## config.mk

```make
export PLATFORM = sky130hd
export DESIGN_NAME = plof_cell
export DESIGN_NICKNAME = d
export VERILOG_FILES = /design/src/hdl/plof_pkg.sv /design/src/hdl/plof_cell.sv
export SDC_FILE = /design/constraint.sdc
export NUM_CORES = 1
export LEC_CHECK = 0
export ABC_AREA = 1
export BUFFER_PORTS_ARGS = -buffer_cell sky130_fd_sc_hd__buf_2
export CAP_MARGIN = 10
export CELL_PAD_IN_SITES_DETAIL_PLACEMENT = 1
export CELL_PAD_IN_SITES_GLOBAL_PLACEMENT = 1
export CORE_MARGIN = 5
export CORE_UTILIZATION = 30
export DETAILED_ROUTE_END_ITERATION = 10
export GPL_TIMING_DRIVEN = 0
export HOLD_SLACK_MARGIN = 0.06
export PLACE_DENSITY = 0.77
export SKIP_CTS_REPAIR_TIMING = 1
export SYNTH_ARGS = -nofsm -noshare
export SYNTH_HDL_FRONTEND = slang
export SYNTH_SLANG_ARGS = --single-unit
```

## constraint.sdc

```tcl
create_clock -name aclk -period 2.64 [get_ports aclk]
set_input_delay 0.528 -clock aclk [delete_from_list [all_inputs] [get_ports aclk]]
set_output_delay 0.528 -clock aclk [all_outputs]
set_load 0.05 [all_outputs]
```

## src/hdl/plof_pkg.sv

```systemverilog
// ----------------------------------------------------------------------------
// plof_pkg: shared types and constants of the price level order queue
// Operation and status codes, field widths and the command broadcast
// from the controller to every queue cell.
// ----------------------------------------------------------------------------
`default_nettype none

package plof_pkg;

    localparam int DATA_W        = 32;
    localparam int OP_W          = 2;
    localparam int STATUS_W      = 3;
    localparam int QUEUE_DEPTH_D = 64;
    localparam logic [DATA_W-1:0] LEVEL_PRICE_RST = 32'd1;

    typedef enum logic [OP_W-1:0] {
        OP_ADD    = 2'd0,
        OP_REMOVE = 2'd1,
        OP_REDUCE = 2'd2,
        OP_NONE   = 2'd3
    } op_t;

    typedef enum logic [STATUS_W-1:0] {
        ST_OK        = 3'd0,
        ST_INVALID   = 3'd1,
        ST_OVERFLOW  = 3'd2,
        ST_FULL      = 3'd3,
        ST_NOT_FOUND = 3'd4,
        ST_EMPTY     = 3'd5,
        ST_EXCEEDS   = 3'd6
    } status_t;

    // Broadcast to all cells during the execute cycle
    typedef struct packed {
        logic              load;   // append the item at the first free cell
        logic              shift;  // close the gap behind the removed order
        logic [DATA_W-1:0] id;
        logic [DATA_W-1:0] qty;    // added quantity, or reduce amount
        logic              side;
    } cell_cmd_t;

    // Contents one cell shows to its neighbor and to the controller
    typedef struct packed {
        logic              valid;
        logic [DATA_W-1:0] id;
        logic [DATA_W-1:0] qty;
        logic              side;
    } cell_data_t;

endpackage

`default_nettype wire

```

## src/hdl/plof_cell.sv

```systemverilog
// ----------------------------------------------------------------------------
// plof_cell: one slot of the order queue
// Holds one resting order, compares its id on item accept, takes part in
// the oldest-match chain and shifts in its neighbor's order on a remove.
// ----------------------------------------------------------------------------
`default_nettype none

module plof_cell (
    input  wire                          aclk,
    input  wire                          aresetn,
    input  wire plof_pkg::cell_cmd_t     cmd,
    input  wire                          red_en,
    input  wire                          cmp_en,
    input  wire [plof_pkg::DATA_W-1:0]   cmp_id,
    input  wire                          prev_valid,
    input  wire                          hit_in,
    input  wire plof_pkg::cell_data_t    nxt,
    output plof_pkg::cell_data_t         cur,
    output logic                         hit_out,
    output logic                         first_hit,
    output logic [plof_pkg::DATA_W-1:0]  sel_qty
);

    logic                        valid_reg;
    logic [plof_pkg::DATA_W-1:0] id_reg;
    logic [plof_pkg::DATA_W-1:0] qty_reg;
    logic                        side_reg;
    logic                        match_reg;
    logic                        load_en;
    logic                        shift_en;

    // Oldest-match chain: this cell is the first hit if no earlier cell hit
    assign hit_out   = hit_in | match_reg;
    assign first_hit = match_reg & ~hit_in;
    assign sel_qty   = first_hit ? qty_reg : '0;

    assign load_en  = cmd.load & ~valid_reg & prev_valid;
    assign shift_en = cmd.shift & hit_out;

    assign cur.valid = valid_reg;
    assign cur.id    = id_reg;
    assign cur.qty   = qty_reg;
    assign cur.side  = side_reg;

    // Latch id match against the incoming item
    always_ff @(posedge aclk) begin
        if (!aresetn) begin
            match_reg <= 1'b0;
        end else if (cmp_en) begin
            match_reg <= valid_reg & (cmp_id == id_reg);
        end
    end

    // Track occupancy
    always_ff @(posedge aclk) begin
        if (!aresetn) begin
            valid_reg <= 1'b0;
        end else if (shift_en) begin
            valid_reg <= nxt.valid;
        end else if (load_en) begin
            valid_reg <= 1'b1;
        end
    end

    // Update the order payload
    always_ff @(posedge aclk) begin
        if (shift_en) begin
            id_reg   <= nxt.id;
            qty_reg  <= nxt.qty;
            side_reg <= nxt.side;
        end else if (load_en) begin
            id_reg   <= cmd.id;
            qty_reg  <= cmd.qty;
            side_reg <= cmd.side;
        end else if (red_en) begin
            qty_reg  <= qty_reg - cmd.qty;
        end
    end

endmodule

`default_nettype wire

```

==> results.sh, run 1 <==
export IMPL_die_y_um=156.1
export IMPL_max_freq_mhz=398.6
export IMPL_end_kind="output port"
export IMPL_clk_path_buf_depth=2
export IMPL_clock_sinks=67
export IMPL_final_cell_mix="415 x nand2_1, 278 x buf_2, 201 x inv_1, 80 x nor2_1, 65 x edfxtp_1"
export IMPL_arrival_ns=1.98
export IMPL_pin_count=271
export IMPL_final_common_cell="nand2_1"
export IMPL_die_area_um2=24370
export IMPL_hold_class="input port to register"
export IMPL_start_util_pct=30.47
export IMPL_synthCells=1029
export IMPL_fin_crit_ns=2.509
export IMPL_drt_wirelength_per_cell_um=16.05
export IMPL_drive_gt1_share_pct=26.25
export IMPL_worst_slew_pin_slew_ns=0.6246
export IMPL_drtPass1Iterations=4
export IMPL_grt_pass1_wl_mm=39.21
export IMPL_max_stage_delay_ns=0.34
export IMPL_grt_ovfl_total=0
export IMPL_clk_pin_slew_ns=0.07
export IMPL_rows=53
export IMPL_setup_viol=0
export IMPL_antenna_left=0
export IMPL_io_buffers=270
export IMPL_fp_dieW_um=156.1
export IMPL_vias=7213
export IMPL_cp_max_fo=10
export IMPL_synthTopCellsByArea="edfxtp_1 30%, nand2_1 24%, inv_1 12%"
export IMPL_coreArea_um2=21020
export IMPL_cts_root_buf="clkbuf_16"
export IMPL_yosys_area_top_type="edfxtp_1"
export IMPL_cpMaxStageDelayCell="dfxtp_1"
export IMPL_cts_made_buffers=9
export IMPL_p_switching_w=0.003601
export IMPL_grt_pass1_vias=7590
export IMPL_fin_crit_sh_pct=95.02
export IMPL_p_clk_share_pct=18.8
export IMPL_comb_power_share_pct=57.2
export IMPL_regArea_um2=1992
export IMPL_yosysTopAreaCellShare_pct=30.47
export IMPL_cts_tree="done"
export IMPL_gp_congestion=0.8671
export IMPL_worstSetupStartpointType="register"
export IMPL_synth_nets=1232
export IMPL_grt_use_total_pct=20.47
export IMPL_yosys_warnings=0
export IMPL_ys_ff_latch=67
export IMPL_nets=1520
export IMPL_insertion_delay_ns=0.35
export IMPL_drt_iter0_drc=351
export IMPL_syn_cell_area_um2=6405
export IMPL_fillers=2887
export IMPL_power_frac_seq_pct=24.0
export IMPL_yosysSeqAreaShare_pct=31.10
export IMPL_relSlewSlack_pct=58.36
export IMPL_final_util_pct=40.34
export IMPL_grt_antenna_before_repair=7
export IMPL_drv_cap=0
export IMPL_p_int_w=0.003459
export IMPL_grt_max_degree=37
export IMPL_drt_drc_violations_left=0
export IMPL_setup_worst_path_class="register to output port"
export IMPL_rsz0062_at_grt="false"
export IMPL_crit_family="buffers and inverters"
export IMPL_finalWirelength_mm=25.67
export IMPL_yosysUniqueCellTypes=34
export IMPL_hold_viol=0
export IMPL_htreeDepth=3
export IMPL_multi_input_area_um2=3513
export IMPL_finalWorstSetupSlack_ns=0.1314
export IMPL_swShare_pct=51.00
export IMPL_leakagePower_nw=5.061
export IMPL_drv_slew=0
export IMPL_ir_worst_vdd_v=0.0003604
export IMPL_p_per_area_nw_per_um2=832.6
export IMPL_crit_buf_inv=4
export IMPL_postSynthAreaPerCell_um2=6.224
export IMPL_crit_required_ns=2.11
export IMPL_area_growth_syn_to_layout_pct=32.39
export IMPL_vias_per_cell=4.511
export IMPL_dpl_worst_slack_ns=-0.5498
export IMPL_status="finished clean"
export IMPL_dp_hpwl_mm=21.55
export IMPL_finalClockSkew_ns=0.009722
export IMPL_path_cells="inv_1 -> nor2_1 -> inv_1 -> clkbuf_1 -> nor2_1 -> buf_2"
[cells in the mapped netlist]
| master | instances |
|---|---|
| o21bai_1 | 3 |
| dlymetal6s2s_1 | 1 |
| nand2_2 | 14 |
| nand3b_2 | 1 |
| edfxtp_1 | 65 |
| clkbuf_1 | 11 |
| nor2_1 | 80 |
| fa_1 | 1 |
| inv_1 | 202 |
| and2_0 | 1 |
| xnor2_1 | 6 |
| xor2_1 | 23 |
| o221a_2 | 1 |
| o21ai_1 | 6 |
| nand3_1 | 41 |
| nand4_1 | 7 |
| buf_2 | 8 |
| nand2_1 | 415 |
| a21oi_1 | 51 |
| inv_2 | 5 |
| buf_4 | 3 |
| nor2_2 | 4 |
| dfxtp_1 | 2 |
| nand3_2 | 4 |
| nor3_1 | 7 |
| nor3_2 | 2 |
| a21o_1 | 1 |
| ha_1 | 31 |
| or2_2 | 3 |
| or2_1 | 2 |
| nand2_4 | 3 |
| o22ai_1 | 2 |
| buf_6 | 1 |
| o21ai_0 | 22 |
[metrics by stage]
stage / hold WS, ns / area (µm²) / TNS [ns] / cells / power (W)
after floorplan: 0.5243 / 6414 / -6.534 / 1029 / 0.004638
after global placement: 0.5538 / 8109 / -15.44 / 1574 / 0.005661
after detailed placement: 0.5646 / 8109 / -17.55 / 1574 / 0.005763
after CTS: 0.4249 / 8419 / -7.115 / 1590 / 0.007119
after global routing: 0.4359 / 8477 / 0 / 1598 / 0.007630
final: 0.4364 / 8479 / 0 / 1599 / 0.007060
[worst reg2reg max path: stages (launching register included)]
cell and delay [ns]:
dfxtp_1 0.32, or2_4 0.26, nand2_4 0.15, inv_2 0.11, nor2_1 0.38, clkinvlp_4 0.32, or2_4 0.50
[logic make-up after synthesis]
group,after synthesis,synth area share [%]
AND/OR/NAND/NOR,584,37.43
buffers and inverters,231,14.12
AO/OA/AOI/OAI,86,7.013
flip-flops,67,31.10
adder cells (fa/ha/maj),32,6.368
XOR/XNOR,29,3.966
[worst paths after layout]
kind                            cells after the start      start  slack [ns]          end
worst max-delay path                                6  match_reg        0.13   sel_qty[6]
worst max register to register                      6  match_reg        0.29  qty_reg[23]
worst min-delay path                                3    nxt[56]        0.44   id_reg[23]
worst min register to register                      3  match_reg        0.58    match_reg
[power groups by stage]
stage          sequential, W  combinational (W)  clock, W
6_report             0.00169            0.00404   0.00133
5_1_grt              0.00173            0.00450   0.00140
4_1_cts              0.00170            0.00406   0.00136
3_5_place_dp         0.00172            0.00404         0
3_3_place_gp         0.00171            0.00395         0
2_1_floorplan        0.00245            0.00218         0
[per-layer routing]
layer | wire [µm] | part of all wire (%) | GRT usage [%]
met1 | 10700 | 42 | 24.77
met4 | 344 | 1.3 | 5.248
met5 | 62 | 0.24 | 0
met3 | 1566 | 6.1 | 4.688
met2 | 12990 | 51 | 36.67
[area by class of cell]
type / instances / area share, %
Clock inverter: 7 / 1.003
Timing Repair inverter: 1 / 0.08853
Tap cell: 275 / 4.058
Buffer: 24 / 1.535
Timing Repair Buffer: 276 / 16.47
Sequential cell: 67 / 23.49
Antenna cell: 2 / 0.05902
Clock buffer: 9 / 2.656
Multi-Input combinational cell: 731 / 41.43
Inverter: 207 / 9.208
No activity file was read; power rests on OpenSTA's default activity.
==> run 2: changes to the inputs <==
GPL_TIMING_DRIVEN = default   (was 0)
PLACE_DENSITY = default   (was 0.77)
PLACE_DENSITY_LB_ADDON = 0.15   (was default)
==> run 2 against run 1 <==
Net effect: clock power about the same; hold slack worse by 0.0022 ns; critical endpoint is now qty_reg[28]; final area down 1.2%; fmax rose by 9.6%; total power is essentially flat; utilization down 0.50 points; sequential cell count unchanged; sequential power barely moved; first-iteration DRC count decreased by 23%; sequential share of layout area up 0.29 points; clock skew increased by 0.0023 ns.
==> results.sh, run 2 (synthesis gave the netlist of run 1 again) <==
export IMPL_cts_made_buffers=9
export IMPL_power_total_w=0.007056
export IMPL_drv_slew=0
export IMPL_io_buffers=270
export IMPL_clock_sinks=67
export IMPL_drv_cap=0
export IMPL_grt_antenna_before_repair=7
export IMPL_grt_ovfl_total=0
export IMPL_cpMostUsedCell="nand3_1"
export IMPL_pin_count=271
export IMPL_rows=53
export IMPL_rsz0062_at_grt="false"
export IMPL_relSlewSlack_pct=61.19
export IMPL_vias=7153
export IMPL_cp_max_fo=4
export IMPL_antenna_left=0
export IMPL_grt_pass1_wl_mm=39.70
export IMPL_dp_hpwl_mm=21.12
export IMPL_nets=1497
export IMPL_max_stage_delay_ns=0.42
export IMPL_layoutNonFillerInstCount=1577
export IMPL_whs_path_depth=3
export IMPL_grt_use_total_pct=20.76
export IMPL_status="finished clean"
export IMPL_clk_pin_slew_ns=0.07
export IMPL_drtPass1Iterations=4
export IMPL_clk_path_buf_depth=2
export IMPL_end_kind="register"
export IMPL_grt_pass1_vias=7601
export IMPL_regToRegEndpoint="qty_reg[28]"
export IMPL_final_cell_mix="415 x nand2_1, 270 x buf_2, 201 x inv_1, 79 x nor2_1, 65 x edfxtp_1"
export IMPL_max_freq_mhz=436.8
export IMPL_hold_class="input port to register"
export IMPL_fin_crit_sh_pct=86.72
export IMPL_fin_crit_ns=2.289
export IMPL_worst_r2r_setup_slack_ns=0.35
export IMPL_insertion_delay_ns=0.35
export IMPL_cts_root_buf="clkbuf_16"
export IMPL_worstSetupStartpointType="register"
export IMPL_cts_tree="done"
export IMPL_placed_area_um2=8058
export IMPL_htreeDepth=3
export IMPL_hold_viol=0
export IMPL_die_area_um2=24370
export IMPL_crit_required_ns=2.75
export IMPL_setup_worst_path_class="register to register"
export IMPL_die_y_um=156.1
export IMPL_final_common_cell="nand2_1"
export IMPL_vias_per_cell=4.536
export IMPL_worst_slew_pin_slew_ns=0.5821
export IMPL_start_util_pct=30.47
export IMPL_hold_path_startpoint="nxt[39]"
export IMPL_finalWirelength_mm=25.58
export IMPL_hold_path_end="id_reg[6]"
export IMPL_p_per_area_nw_per_um2=842.6
export IMPL_gp_congestion=0.8725
export IMPL_drt_wirelength_per_cell_um=16.22
export IMPL_area_growth_syn_to_layout_pct=30.75
export IMPL_leakagePower_nw=4.973
export IMPL_grt_max_degree=97
export IMPL_ir_worst_vdd_v=0.0003468
export IMPL_arrival_ns=2.40
export IMPL_drive_gt1_share_pct=25.79
export IMPL_drt_iter0_drc=269
export IMPL_fillers=2861
export IMPL_setup_viol=0
export IMPL_cpMaxStageDelayCell="fa_1"
export IMPL_placedCellCount=1558
export IMPL_finalClockSkew_ns=0.01206
export IMPL_fp_dieW_um=156.1
export IMPL_coreArea_um2=21020
export IMPL_path_cells="inv_1 -> ha_1 -> fa_1 -> inv_1 -> nand3_1 -> nand3_1 -> nand3_1 -> nand3_2 -> nand2_1 -> nand3_1 -> nand3_1 -> nand2_1 -> nand2_1"
export IMPL_r2r_start="qty_reg[0]"
export IMPL_drt_drc_violations_left=0
export IMPL_reg2regPathDepth=13
export IMPL_stdcell_area_um2=8374
## run 2: cell types whose count changed in the layout (fill, tap and decap cells not counted), moves of 2 or more
cell,delta
buf_2,-8
buf_4,-2
clkbuf_1,-9
clkbuf_2,-2
## run 2: power breakdown
part / switching (W) / internal, W / total (W) / leakage (nW)
combinational: 0.00282 / 0.00120 / 0.00402 / 4.16
sequential: 0.000208 / 0.00150 / 0.00171 / 0.663
clock: 0.000580 / 0.000750 / 0.00133 / 0.149
total: 0.00361 / 0.00344 / 0.00706 / 4.97
## run 2: worst max path at each step
stage	from	endpoint	slack, ns	cells past startpoint
finish	qty_reg[0]	qty_reg[28]	0.35	13
global route	qty_reg[0]	qty_reg[16]	0.08	13
CTS	qty_reg[0]	qty_reg[28]	0.33	13
detailed placement	cmd[1]	qty_reg[28]	0.1	13
global placement	cmd[1]	qty_reg[28]	0.17	13
floorplan	hit_in	sel_qty[10]	-0.22	4
## run 2: stage by stage
step                hold WS [ns]  setup WS, ns  util [%]  setup TNS [ns]
floorplan                 0.5243       -0.2170         -          -6.534
global placement          0.5401        0.1657     38.33               0
detailed placement        0.5829       0.09670     38.33               0
CTS                       0.4193        0.3262     39.80               0
global route              0.4289       0.07907     39.84               0
finish                    0.4342        0.3507     39.84               0
## run 2: layer usage
layer	GRT usage, %	part of all wire (%)
met5	0	0.16
met4	5.496	1.7
met3	6.075	6.8
met2	37.67	50
met1	23.81	41
## run 2: layout make-up
class                   count  area (µm²)  share of cell area, %
flip-flops and latches     67        1992                  23.79
well taps                 275       344.1                  4.109
clock buffers               9       225.2                  2.689
repair buffers            278        1424                  17.00
diodes                      3       7.507                0.08965
inverters                 207       782.0                  9.338
multi-input cells         731        3516                  41.98
clock inverters             7       83.83                  1.001
## run 2: worst max-delay path: cells and delay by family (launching register included)
kind	cells	cell delay [ns]
buffers and inverters	2	0.19
flip-flops	1	0.36
adder cells (fa/ha/maj)	2	0.63
AND/OR/NAND/NOR	9	0.89
==> run 3: changes to the inputs <==
CORE_ASPECT_RATIO = 1.4   (was default)
==> run 3 against run 2 <==
Net effect: critical path depth unchanged; clock skew shrank 0.0071 ns; via count is 0.25% lower; hold slack gained 0.0066 ns; critical endpoint is now qty_reg[20]; fmax is 2.2% higher; sequential share of layout area is essentially flat; clock power increased by 3%; largest cell class unchanged; final cell count fell by 0.89%; count of clock-buffer cells in the layout increased by 3; first-iteration DRC count is 35% lower; sequential power about the same.
==> results.sh, run 3 (synthesis gave the netlist of run 1 again) <==
export IMPL_finalWirelength_mm=25.76
export IMPL_rsz0062_at_grt="false"
export IMPL_cts_made_buffers=9
export IMPL_ir_worst_vdd_v=0.0004871
export IMPL_io_buffers=270
export IMPL_fin_crit_sh_pct=84.88
export IMPL_grt_max_degree=97
export IMPL_fp_dieW_um=133.5
export IMPL_drt_iter0_drc=175
export IMPL_rows=63
export IMPL_finalWorstSetupSlack_ns=0.3993
export IMPL_setup_worst_path_class="register to register"
export IMPL_drv_slew=0
export IMPL_drv_cap=0
export IMPL_leakagePower_nw=4.997
export IMPL_stdcell_area_um2=8383
export IMPL_wl_met1_mm=9.371
export IMPL_grt_use_total_pct=21.00
export IMPL_crit_required_ns=2.75
export IMPL_grt_antenna_before_repair=6
export IMPL_grt_ovfl_total=0
export IMPL_area_growth_syn_to_layout_pct=30.88
export IMPL_clock_sinks=67
export IMPL_placedCellCount=1546
export IMPL_relSlewSlack_pct=62.72
export IMPL_cts_root_buf="clkbuf_16"
export IMPL_arrival_ns=2.35
export IMPL_final_common_cell="nand2_1"
export IMPL_fin_crit_ns=2.241
export IMPL_routed_wl_met3_mm=1.670
export IMPL_regToRegEndpoint="qty_reg[20]"
export IMPL_vias_per_cell=4.565
export IMPL_clk_path_buf_depth=2
export IMPL_vias=7135
export IMPL_gp_congestion=0.8671
export IMPL_drt_drc_violations_left=0
export IMPL_drive_gt1_share_pct=25.81
export IMPL_insertion_delay_ns=0.35
export IMPL_hold_path_end="match_reg"
export IMPL_end_kind="register"
export IMPL_cts_tree="done"
export IMPL_dp_hpwl_mm=21.59
export IMPL_worst_slew_pin_slew_ns=0.5592
export IMPL_clk_pin_slew_ns=0.06
export IMPL_power_total_w=0.007126
export IMPL_worstSetupStartpointType="register"
export IMPL_reg2regPathDepth=13
export IMPL_antenna_left=0
export IMPL_final_cell_mix="415 x nand2_1, 270 x buf_2, 201 x inv_1, 79 x nor2_1, 65 x edfxtp_1"
export IMPL_setup_viol=0
export IMPL_htreeDepth=3
export IMPL_pin_count=271
export IMPL_cp_max_fo=4
export IMPL_die_area_um2=24410
export IMPL_r2r_start="qty_reg[0]"
export IMPL_max_freq_mhz=446.3
export IMPL_dpl_worst_slack_ns=0.1555
export IMPL_wl_met2_mm=13.99
export IMPL_hold_viol=0
export IMPL_grt_pass1_vias=7648
export IMPL_drt_wirelength_per_cell_um=16.48
export IMPL_tns_ns=0
export IMPL_drtPass1Iterations=5
export IMPL_nets=1500
export IMPL_hold_path_startpoint="aresetn"
export IMPL_hold_class="input port to register"
export IMPL_p_per_area_nw_per_um2=850.0
export IMPL_layoutNonFillerInstCount=1563
export IMPL_die_y_um=182.9
export IMPL_status="finished clean"
export IMPL_coreArea_um2=21130
export IMPL_worst_r2r_setup_slack_ns=0.40
export IMPL_grt_pass1_wl_mm=39.83
export IMPL_start_util_pct=30.32
export IMPL_finalClockSkew_ns=0.004951
export IMPL_placed_area_um2=8060
export IMPL_dr_max_layer_used="met5"
export IMPL_whs_path_depth=3
[run 3: changes by cell type in the layout (fill, tap and decap cells not counted)]
| cell | before | now |
|---|---|---|
| clkinvlp_4 | 2 | 1 |
| inv_2 | 4 | 5 |
| inv_6 | 2 | 0 |
| inv_8 | 1 | 0 |
| bufinv_16 | 1 | 2 |
| clkinv_4 | 2 | 1 |
| clkbuf_1 | 0 | 2 |
| buf_4 | 7 | 10 |
| diode_2 | 3 | 1 |
| clkbuf_8 | 0 | 1 |
[run 3: critical path: stages, from the launching register on]
cell and delay, ns:
edfxtp_1 0.35, inv_1 0.07, ha_1 0.21, fa_1 0.40
inv_1 0.11, nand3_1 0.08, nand3_1 0.16, nand3_1 0.13
nand3_2 0.12, nand2_1 0.10, nand3_1 0.08, nand3_1 0.08
nand2_1 0.07, nand2_1 0.05
[run 3: how the worst max path moves through the flow]
stage	from	end	slack, ns	depth (start not counted)
after floorplan	hit_in	sel_qty[10]	-0.22	4
after global placement	cmd[1]	qty_reg[20]	0.24	13
after detailed placement	cmd[1]	qty_reg[20]	0.16	13
after CTS	qty_reg[0]	qty_reg[20]	0.39	13
after global routing	qty_reg[0]	qty_reg[20]	0.20	13
final	qty_reg[0]	qty_reg[20]	0.40	13
[run 3: final cells by class]
cell class                 instances  area, µm²
multi-input combinational        731       3516
inverter                         207      780.7
antenna                            1      2.502
clock inverter                     4      73.82
sequential                        67       1992
clock buffer                      12      246.5
tap                              260      325.3
timing repair buffer             281       1446
fill                            2912      12740
[run 3: where the power goes]
group          internal, W  total, W  switching (W)
combinational      0.00121   0.00404        0.00283
sequential         0.00150   0.00171       0.000213
clock             0.000855   0.00137       0.000516
[run 3: stage by stage]
step | hold slack, ns | utilization, %
after floorplan | 0.5243 | -
after detailed placement | 0.5580 | 38.15
after CTS | 0.4333 | 39.67
after global placement | 0.5484 | 38.15
final | 0.4408 | 39.68
after global routing | 0.4420 | 39.68
[run 3: per-layer routing]
layer / global-route usage, % / vias up
li1: - / 3676
met4: 6.752 / 10
met3: 5.900 / 41
met1: 21.03 / 3213
met2: 41.33 / 195
met5: 0 / -
